[config.mk]
export PLATFORM = sky130hd
export DESIGN_NAME = line_editor_receive
export DESIGN_NICKNAME = d
export VERILOG_FILES = /design/src/rtl/lned_pkg.sv /design/src/rtl/lned_ram.sv /design/src/rtl/lned_edit.sv /design/src/rtl/lned_echo.sv /design/src/rtl/line_editor_receive.sv
export SDC_FILE = /design/constraint.sdc
export NUM_CORES = 1
export LEC_CHECK = 0
export BUFFER_PORTS_ARGS = -buffer_cell sky130_fd_sc_hd__buf_2
export CAP_MARGIN = 15
export CELL_PAD_IN_SITES_DETAIL_PLACEMENT = 1
export CELL_PAD_IN_SITES_GLOBAL_PLACEMENT = 1
export CORE_MARGIN = 2
export CORE_UTILIZATION = 49
export DETAILED_ROUTE_END_ITERATION = 8
export PLACE_DENSITY = 0.84
export SLEW_MARGIN = 5
export SYNTH_ARGS = -nofsm -noshare
export SYNTH_HDL_FRONTEND = slang
export SYNTH_SLANG_ARGS = --single-unit
[constraint.sdc]
create_clock -name clock -period 3.97 [get_ports clock]
set_input_delay 0.397 -clock clock [delete_from_list [all_inputs] [get_ports clock]]
set_output_delay 0.397 -clock clock [all_outputs]
set_load 0.005 [all_outputs]
[src/rtl/lned_pkg.sv]
// Shared types, codes and echo tables for the line editor receive block.
`default_nettype none

package lned_pkg;

   // Default line store capacity in bytes
   localparam int LINE_CAPACITY = 128;

   // Item operation codes
   localparam logic [1:0] OP_RECV    = 2'd0;
   localparam logic [1:0] OP_RELEASE = 2'd1;
   localparam logic [1:0] OP_READ    = 2'd2;

   // Terminal characters
   localparam logic [7:0] CH_CR  = 8'h0D;
   localparam logic [7:0] CH_LF  = 8'h0A;
   localparam logic [7:0] CH_BS  = 8'h08;
   localparam logic [7:0] CH_DEL = 8'h7F;
   localparam logic [7:0] CH_SP  = 8'h20;
   localparam logic [7:0] CH_GT  = 8'h3E;
   localparam logic [7:0] CH_TILDE = 8'h7E;

   // Echo sequence kinds
   localparam logic [2:0] KIND_NONE   = 3'd0;  // one result, nothing echoed
   localparam logic [2:0] KIND_CHAR   = 3'd1;  // echo the stored character
   localparam logic [2:0] KIND_EOL    = 3'd2;  // CR LF
   localparam logic [2:0] KIND_PROMPT = 3'd3;  // CR LF '>' space
   localparam logic [2:0] KIND_ERASE  = 3'd4;  // BS space BS

   // Result burst descriptor handed from the editor to the echo sequencer
   typedef struct packed {
      logic [2:0] kind;
      logic [7:0] ch;
      logic       line_ready;
      logic [6:0] line_length;
      logic       read_sel;
   } desc_type;

   // Index of the final beat of a burst of the given kind
   function automatic logic [1:0] beat_last(input logic [2:0] kind);
      logic [1:0] n;
      case (kind)
         KIND_EOL:    n = 2'd1;
         KIND_PROMPT: n = 2'd3;
         KIND_ERASE:  n = 2'd2;
         default:     n = 2'd0;
      endcase
      return n;
   endfunction

   // Echo byte for one beat of a burst; zero when nothing is echoed
   function automatic logic [7:0] echo_char(input logic [2:0] kind, input logic [7:0] ch,
                                            input logic [1:0] beat);
      logic [7:0] c;
      c = 8'h00;
      case (kind)
         KIND_CHAR: c = ch;
         KIND_EOL:  c = (beat == 2'd0) ? CH_CR : CH_LF;
         KIND_PROMPT: begin
            case (beat)
               2'd0:    c = CH_CR;
               2'd1:    c = CH_LF;
               2'd2:    c = CH_GT;
               default: c = CH_SP;
            endcase
         end
         KIND_ERASE: c = (beat == 2'd1) ? CH_SP : CH_BS;
         default:    c = 8'h00;
      endcase
      return c;
   endfunction

   // True when the kind drives a byte to transmit
   function automatic logic echo_on(input logic [2:0] kind);
      return kind != KIND_NONE;
   endfunction

endpackage

`default_nettype wire

[src/rtl/lned_ram.sv]
// Generic single-write, single-read RAM with registered read data.
`default_nettype none

module lned_ram #(
   parameter int WIDTH = 8,
   parameter int DEPTH = 128
) (
   input  wire logic                     clock,
   input  wire logic                     wr_en,
   input  wire logic [$clog2(DEPTH)-1:0] wr_addr,
   input  wire logic [WIDTH-1:0]         wr_data,
   input  wire logic                     rd_en,
   input  wire logic [$clog2(DEPTH)-1:0] rd_addr,
   output logic      [WIDTH-1:0]         rd_data
);

   logic [WIDTH-1:0] mem_ff [DEPTH];
   logic [WIDTH-1:0] rd_data_ff;

   // Write port
   always_ff @(posedge clock) begin
      if (wr_en) begin
         mem_ff[wr_addr] <= wr_data;
      end
   end

   // Registered read, held until the next read
   always_ff @(posedge clock) begin
      if (rd_en) begin
         rd_data_ff <= mem_ff[rd_addr];
      end
   end

   assign rd_data = rd_data_ff;

endmodule

`default_nettype wire

[src/rtl/lned_edit.sv]
// Input register, line state and editing decisions for the line editor.
`default_nettype none

module lned_edit #(
   parameter int LINE_CAPACITY = lned_pkg::LINE_CAPACITY
) (
   input  wire logic                             clock,
   input  wire logic                             reset,
   // incoming item
   input  wire logic                             in_valid,
   output logic                                  in_ready,
   input  wire logic [1:0]                       in_op,
   input  wire logic [7:0]                       in_byte,
   input  wire logic [6:0]                       in_index,
   // descriptor toward the echo sequencer
   output logic                                  desc_valid,
   input  wire logic                             desc_ready,
   output lned_pkg::desc_type                    desc,
   // line store ports
   output logic                                  store_wr_en,
   output logic [$clog2(LINE_CAPACITY)-1:0]      store_wr_addr,
   output logic [7:0]                            store_wr_data,
   output logic                                  store_rd_en,
   output logic [$clog2(LINE_CAPACITY)-1:0]      store_rd_addr
);

   localparam int AW = $clog2(LINE_CAPACITY);
   localparam logic [AW-1:0] FILL_MAX = AW'(LINE_CAPACITY - 1);

   logic          in_valid_ff;
   logic [1:0]    op_ff;
   logic [7:0]    byte_ff;
   logic [6:0]    index_ff;
   logic [AW-1:0] fill_ff;
   logic [AW-1:0] fill_in;
   logic          ready_ff;
   logic          ready_in;
   logic          fire;
   logic          in_range;
   logic [AW+6:0] index_ext;

   assign fire       = in_valid_ff && desc_ready;
   assign in_ready   = !in_valid_ff || desc_ready;
   assign desc_valid = in_valid_ff;

   // Hold the accepted item until the sequencer takes its descriptor
   always_ff @(posedge clock) begin
      if (reset) begin
         in_valid_ff <= 1'b0;
      end else if (in_ready) begin
         in_valid_ff <= in_valid;
      end
   end

   always_ff @(posedge clock) begin
      if (in_ready && in_valid) begin
         op_ff    <= in_op;
         byte_ff  <= in_byte;
         index_ff <= in_index;
      end
   end

   // Line count and ready flag
   always_ff @(posedge clock) begin
      if (reset) begin
         fill_ff  <= '0;
         ready_ff <= 1'b0;
      end else if (fire) begin
         fill_ff  <= fill_in;
         ready_ff <= ready_in;
      end
   end

   assign index_ext = {{AW{1'b0}}, index_ff};
   assign in_range  = 32'(index_ff) < LINE_CAPACITY;

   // Decide the edit, the store access and the echo burst for this item
   always_comb begin
      fill_in       = fill_ff;
      ready_in      = ready_ff;
      desc.kind     = lned_pkg::KIND_NONE;
      desc.ch       = byte_ff;
      desc.read_sel = 1'b0;
      store_wr_en   = 1'b0;
      store_rd_en   = 1'b0;
      case (op_ff)
         lned_pkg::OP_RECV: begin
            if (ready_ff) begin
               desc.kind = lned_pkg::KIND_NONE;
            end else if (byte_ff inside {lned_pkg::CH_CR, lned_pkg::CH_LF}) begin
               if (fill_ff != '0) begin
                  ready_in  = 1'b1;
                  desc.kind = lned_pkg::KIND_EOL;
               end else begin
                  desc.kind = lned_pkg::KIND_PROMPT;
               end
            end else if (byte_ff inside {lned_pkg::CH_BS, lned_pkg::CH_DEL}) begin
               if (fill_ff != '0) begin
                  fill_in   = fill_ff - AW'(1);
                  desc.kind = lned_pkg::KIND_ERASE;
               end
            end else if ((byte_ff inside {[lned_pkg::CH_SP:lned_pkg::CH_TILDE]}) &&
                         (fill_ff < FILL_MAX)) begin
               fill_in     = fill_ff + AW'(1);
               store_wr_en = fire;
               desc.kind   = lned_pkg::KIND_CHAR;
            end
         end
         lned_pkg::OP_RELEASE: begin
            fill_in   = '0;
            ready_in  = 1'b0;
            desc.kind = lned_pkg::KIND_PROMPT;
         end
         lned_pkg::OP_READ: begin
            desc.read_sel = in_range;
            store_rd_en   = fire && in_range;
         end
         default: begin
            desc.kind = lned_pkg::KIND_NONE;
         end
      endcase
      // Report state as it stands after this item
      desc.line_ready  = ready_in;
      desc.line_length = 7'(fill_in);
   end

   assign store_wr_addr = fill_ff;
   assign store_wr_data = byte_ff;
   assign store_rd_addr = index_ext[AW-1:0];

endmodule

`default_nettype wire

[src/rtl/lned_echo.sv]
// Result register and beat sequencer that plays out each echo burst.
`default_nettype none

module lned_echo (
   input  wire logic               clock,
   input  wire logic               reset,
   // descriptor from the editor
   input  wire logic               desc_valid,
   output logic                    desc_ready,
   input  wire lned_pkg::desc_type desc,
   // store read data, aligned with the held descriptor
   input  wire logic [7:0]         store_rd_data,
   // result items
   output logic                    out_valid,
   input  wire logic               out_ready,
   output logic                    out_echo_valid,
   output logic [7:0]              out_echo_byte,
   output logic [7:0]              out_read_data,
   output logic                    out_line_ready,
   output logic [6:0]              out_line_length,
   output logic                    out_last
);

   logic               valid_ff;
   lned_pkg::desc_type desc_ff;
   logic [1:0]         beat_ff;
   logic               last_beat;

   assign last_beat  = beat_ff == lned_pkg::beat_last(desc_ff.kind);
   assign desc_ready = !valid_ff || (out_ready && last_beat);

   // Load a new burst or advance one beat per taken item
   always_ff @(posedge clock) begin
      if (reset) begin
         valid_ff <= 1'b0;
         beat_ff  <= 2'd0;
      end else if (desc_ready) begin
         valid_ff <= desc_valid;
         beat_ff  <= 2'd0;
      end else if (out_ready) begin
         beat_ff  <= beat_ff + 2'd1;
      end
   end

   always_ff @(posedge clock) begin
      if (desc_ready && desc_valid) begin
         desc_ff <= desc;
      end
   end

   // Drive the current beat
   assign out_valid       = valid_ff;
   assign out_echo_valid  = lned_pkg::echo_on(desc_ff.kind);
   assign out_echo_byte   = lned_pkg::echo_char(desc_ff.kind, desc_ff.ch, beat_ff);
   assign out_read_data   = desc_ff.read_sel ? store_rd_data : 8'h00;
   assign out_line_ready  = desc_ff.line_ready;
   assign out_line_length = desc_ff.line_length;
   assign out_last        = last_beat;

endmodule

`default_nettype wire

[src/rtl/line_editor_receive.sv]
// Line editor receive block: item register, editor, line store and echo sequencer.
// An accepted item waits in the item register until the echo sequencer loads its descriptor
// into the result register, which offers the item's results.
// Throughput: one item per cycle for items with a single result while rsp_tready is high; an
// item with up to four results holds the result port until its last result is taken.
// Reset (synchronous, active high) empties both registers and clears the count and flag.
`default_nettype none

module line_editor_receive #(
   parameter int LINE_CAPACITY = lned_pkg::LINE_CAPACITY
) (
   input  wire logic        clock,
   input  wire logic        reset,
   input  wire logic        req_tvalid,
   output logic             req_tready,
   input  wire logic [23:0] req_tdata,   // op[1:0], rx_byte[9:2], read_index[16:10], zero
   output logic             rsp_tvalid,
   input  wire logic        rsp_tready,
   output logic [23:0]      rsp_tdata,   // echo_byte[7:0], read_data[15:8],
                                         // line_ready[16], line_length[23:17]
   output logic             rsp_tuser,   // echo_valid
   output logic             rsp_tlast
);

   localparam int AW = $clog2(LINE_CAPACITY);

   logic               desc_valid;
   logic               desc_ready;
   lned_pkg::desc_type desc;
   logic               store_wr_en;
   logic [AW-1:0]      store_wr_addr;
   logic [7:0]         store_wr_data;
   logic               store_rd_en;
   logic [AW-1:0]      store_rd_addr;
   logic [7:0]         store_rd_data;
   logic [7:0]         echo_byte;
   logic [7:0]         read_data;
   logic               line_ready;
   logic [6:0]         line_length;

   lned_edit #(
      .LINE_CAPACITY(LINE_CAPACITY)
   ) u_edit (
      .clock         (clock),
      .reset         (reset),
      .in_valid      (req_tvalid),
      .in_ready      (req_tready),
      .in_op         (req_tdata[1:0]),
      .in_byte       (req_tdata[9:2]),
      .in_index      (req_tdata[16:10]),
      .desc_valid    (desc_valid),
      .desc_ready    (desc_ready),
      .desc          (desc),
      .store_wr_en   (store_wr_en),
      .store_wr_addr (store_wr_addr),
      .store_wr_data (store_wr_data),
      .store_rd_en   (store_rd_en),
      .store_rd_addr (store_rd_addr)
   );

   lned_ram #(
      .WIDTH(8),
      .DEPTH(LINE_CAPACITY)
   ) u_store (
      .clock   (clock),
      .wr_en   (store_wr_en),
      .wr_addr (store_wr_addr),
      .wr_data (store_wr_data),
      .rd_en   (store_rd_en),
      .rd_addr (store_rd_addr),
      .rd_data (store_rd_data)
   );

   lned_echo u_echo (
      .clock           (clock),
      .reset           (reset),
      .desc_valid      (desc_valid),
      .desc_ready      (desc_ready),
      .desc            (desc),
      .store_rd_data   (store_rd_data),
      .out_valid       (rsp_tvalid),
      .out_ready       (rsp_tready),
      .out_echo_valid  (rsp_tuser),
      .out_echo_byte   (echo_byte),
      .out_read_data   (read_data),
      .out_line_ready  (line_ready),
      .out_line_length (line_length),
      .out_last        (rsp_tlast)
   );

   // Pack result fields
   assign rsp_tdata = {line_length, line_ready, read_data, echo_byte};

`ifndef SYNTHESIS
   // Store writes only come from a stored character as its descriptor moves on
   a_write_on_char: assert property (@(posedge clock) disable iff (reset)
      store_wr_en |-> (desc_valid && desc_ready && desc.kind == lned_pkg::KIND_CHAR))
      else $error("line store written outside a character store");

   // One item never reads and writes the store at once
   a_no_rw_clash: assert property (@(posedge clock) disable iff (reset)
      !(store_wr_en && store_rd_en))
      else $error("line store read and written in the same cycle");

   // A result with nothing to echo is always the only one of its item
   a_silent_single: assert property (@(posedge clock) disable iff (reset)
      (rsp_tvalid && !rsp_tuser) |-> rsp_tlast)
      else $error("silent result is not the final one");

   // Reset empties the result register
   a_reset_idle: assert property (@(posedge clock)
      reset |=> !rsp_tvalid)
      else $error("result offered right after reset");
`endif

endmodule

`default_nettype wire

==> impl_metrics.yaml <==
run_status:
  status: "completed"
clocking:
  numCtsBuffers: 106
  tritoncts: "done"
  clk_path_buf_depth: 3
  worst_skew_pair.late_latency_ns: 0.69
  cts_max_level: 3
  cts-resized-gates: 0
  cts.sinks: 1081
  cts_setup_buffers: 0
  cts-root-buf: "clkbuf_16"
  clkTransAtPathRegs_ns: 0.06
  ctsHoldBuffers: 18
die:
  coreArea_sq_um: 86800
  die_h_um: 300
  num_rows: 108
  die_width_um: 300
  initial_core_util_pct: 49.5
  num_io_pins: 56
  die_area_sq_um: 90000
synthesis:
  synth_edf_count: 1069
  ys_seq_elements: 1081
  synth.distinct_cells: 69
  synthFlopType: "edfxtp_1"
  synth_top_area_cell: "edfxtp_1"
  syn_avg_cell_area_sq_um: 18.0
  yosys_warnings: 0
  netlist_instances: 2383
  ys_top_cells_by_area: "edfxtp_1, mux2i_1, mux4_2, a22oi_1, nor3_1"
  seq_area_frac_synth_pct: 75.3
  netlist_area_sq_um: 42900
  async_flop_share_pct: 0
  synth_top_area_share_pct: 74.8
detailed_routing:
  wl_mm: 120
  wl_per_cell_um: 31.8
  drc_errors: 0
  drt_iter0_drc: 2838
  first_pass_iters: 6
  vias: 24100
  final_antenna_net_count: 0
  via_per_inst: 6.39
critical_path:
  path_max_fanout: 17
  reg2reg_to: "u_store.mem_ff[73][1]"
  end_kind: "register"
  rr_startpoint: "u_echo.desc_ff[18]"
  endpoint: "u_store.mem_ff[73][1]"
  worstSetupStartpointType: "register"
  ff2ff_path_depth: 6
  rrSetupSlack_ns: 0.28
  critPathRequiredTime_ns: 4.29
  crit_arrival_ns: 4.01
  worstSetupPathType: "reg -> reg"
  startpoint: "u_echo.desc_ff[18]"
timing:
  slew_viol_final: 0
  rsz0062_at_grt: "no"
  slew_headroom_pct: 11.7
  finalHoldViolCount: 0
  layout_min_cycle_time_ns: 3.69
  worst_slack_ns: 0.276
  post-route-period-util_pct: 93.0
  finalSetupViolCount: 0
  hold_ws_ns: 0.111
  max_freq_ghz: 0.271
  worst_pin_slew_ns: 1.31
  fin_worst_skew_ns: 0.0319
  fin_setup_tns_ns: 0
finish:
  area_growth_pct: 14.7
  stdcell_count: 3766
  fin_area_sq_um: 49300
  final_util_pct: 56.8
  nNetsFinal: 2553
  final_common_cell: "edfxtp_1"
  most-common-layout-cells: "edfxtp_1, mux2i_1, a22oi_1"
  layout-drive-gt1-share_pct: 20.9
hold_path:
  hp-start: "reset"
  hold_depth: 2
  worstHoldPathType: "in -> reg"
flow_run:
  cap_violations: 0
place:
  dp_cells: 3544
  postPlaceCellArea_sq_um: 45700
  hpwl_mm: 74.2
  gp_congestion: 0.883
  portBuffers: 48
  pre_cts_ws_ns: 0.343
power:
  leakage_nw: 17.0
  powerDensity_nw_per_um2: 479
  max-vdd-ir-drop_uv: 423
  p_total_mw: 23.6
grt:
  grt_usage_pct: 26.8
  gr-total-overflow: 0
  grt_pass1_vias: 25200
  antenna_found_initial: 12
  grt_max_degree: 109
  grt_pass1_wl_mm: 176
[area by class of cell]
type                            count  area (sq um)
Antenna cell                        2          5.00
Clock buffer                      144          2880
Clock inverter                     55           472
Fill cell                        7710         37500
Inverter                           13          48.8
Multi-Input combinational cell   1133         10700
Sequential cell                  1081         32300
Tap cell                         1155          1450
Timing Repair Buffer              183          1360
[Yosys cell counts (all sizes together), types with 8 or more instances]
cell type and count:
a22oi 147, and2 9, nor3 100, o211ai 33, nor2 71, inv 11, or4 15, dfxtp 12
a21oi 54, clkbuf 56, nand3 22, buf 107, nor4 33, mux2i 325, o22ai 35, nand2 81
edfxtp 1069, nor2b 14, o21ai 12, or3 8, mux4 96
[where the power goes]
| part | total [mW] | internal [mW] | switching (mW) |
|---|---|---|---|
| combinational | 1.15 | 0.372 | 0.779 |
| clock | 9.80 | 5.53 | 4.26 |
| sequential | 12.6 | 12.6 | 0.0405 |
| total | 23.6 | 18.5 | 5.08 |
[per-layer routing]
metal  global-route usage [%]  vias to the layer above  wire length (um)
li1                         -                     9949                 -
met3                     5.24                      283              9950
met2                     44.9                     1312             59800
met5                        0                        -                40
met1                     35.4                    12500             45600
met4                     8.99                        6              4370
[cell families (layout without fill, tap and decap cells)]
kind of cell / count (synthesis) / in the layout / share of synthesized area, %
mux: 422 / 422 / 12.6
simple gates: 384 / 384 / 4.66
flops: 1081 / 1081 / 75.3
compound gates: 308 / 308 / 4.99
fa+ha+maj: 7 / 7 / 0.204
buf+inv: 176 / 395 / 2.09
xor+xnor: 4 / 4 / 0.0816
other cells: 1 / 10 / 0.00873
[state kept, by name, summed over array words and instances, names as in the netlist]
signal,count
u_echo.beat_ff,2
u_echo.desc_ff,12
u_echo.out_line_length,7
u_echo.out_line_ready,1
u_echo.out_valid,1
u_edit.desc_valid,1
u_edit.op_ff,2
u_edit.ready_ff,1
u_edit.store_rd_addr,7
u_edit.store_wr_addr,7
u_edit.store_wr_data,8
u_store.mem_ff,1024
u_store.rd_data,8
[worst min path at each step]
stage,endpoint
2_1_floorplan,u_edit.store_wr_addr[2]
3_3_place_gp,u_echo.desc_ff[15]
3_5_place_dp,u_echo.desc_ff[15]
4_1_cts,u_echo.out_valid
5_1_grt,u_echo.out_valid
6_report,u_echo.out_valid
[critical path: stages (launching register included)]
cell       delay (ns)
edfxtp_1         0.70
nand2_1          0.14
o2bb2a_1         0.34
a221oi_2         0.39
o2111ai_4        0.34
or4_1            0.89
nor2_2           0.53
(Power assumes the default switching activity.)
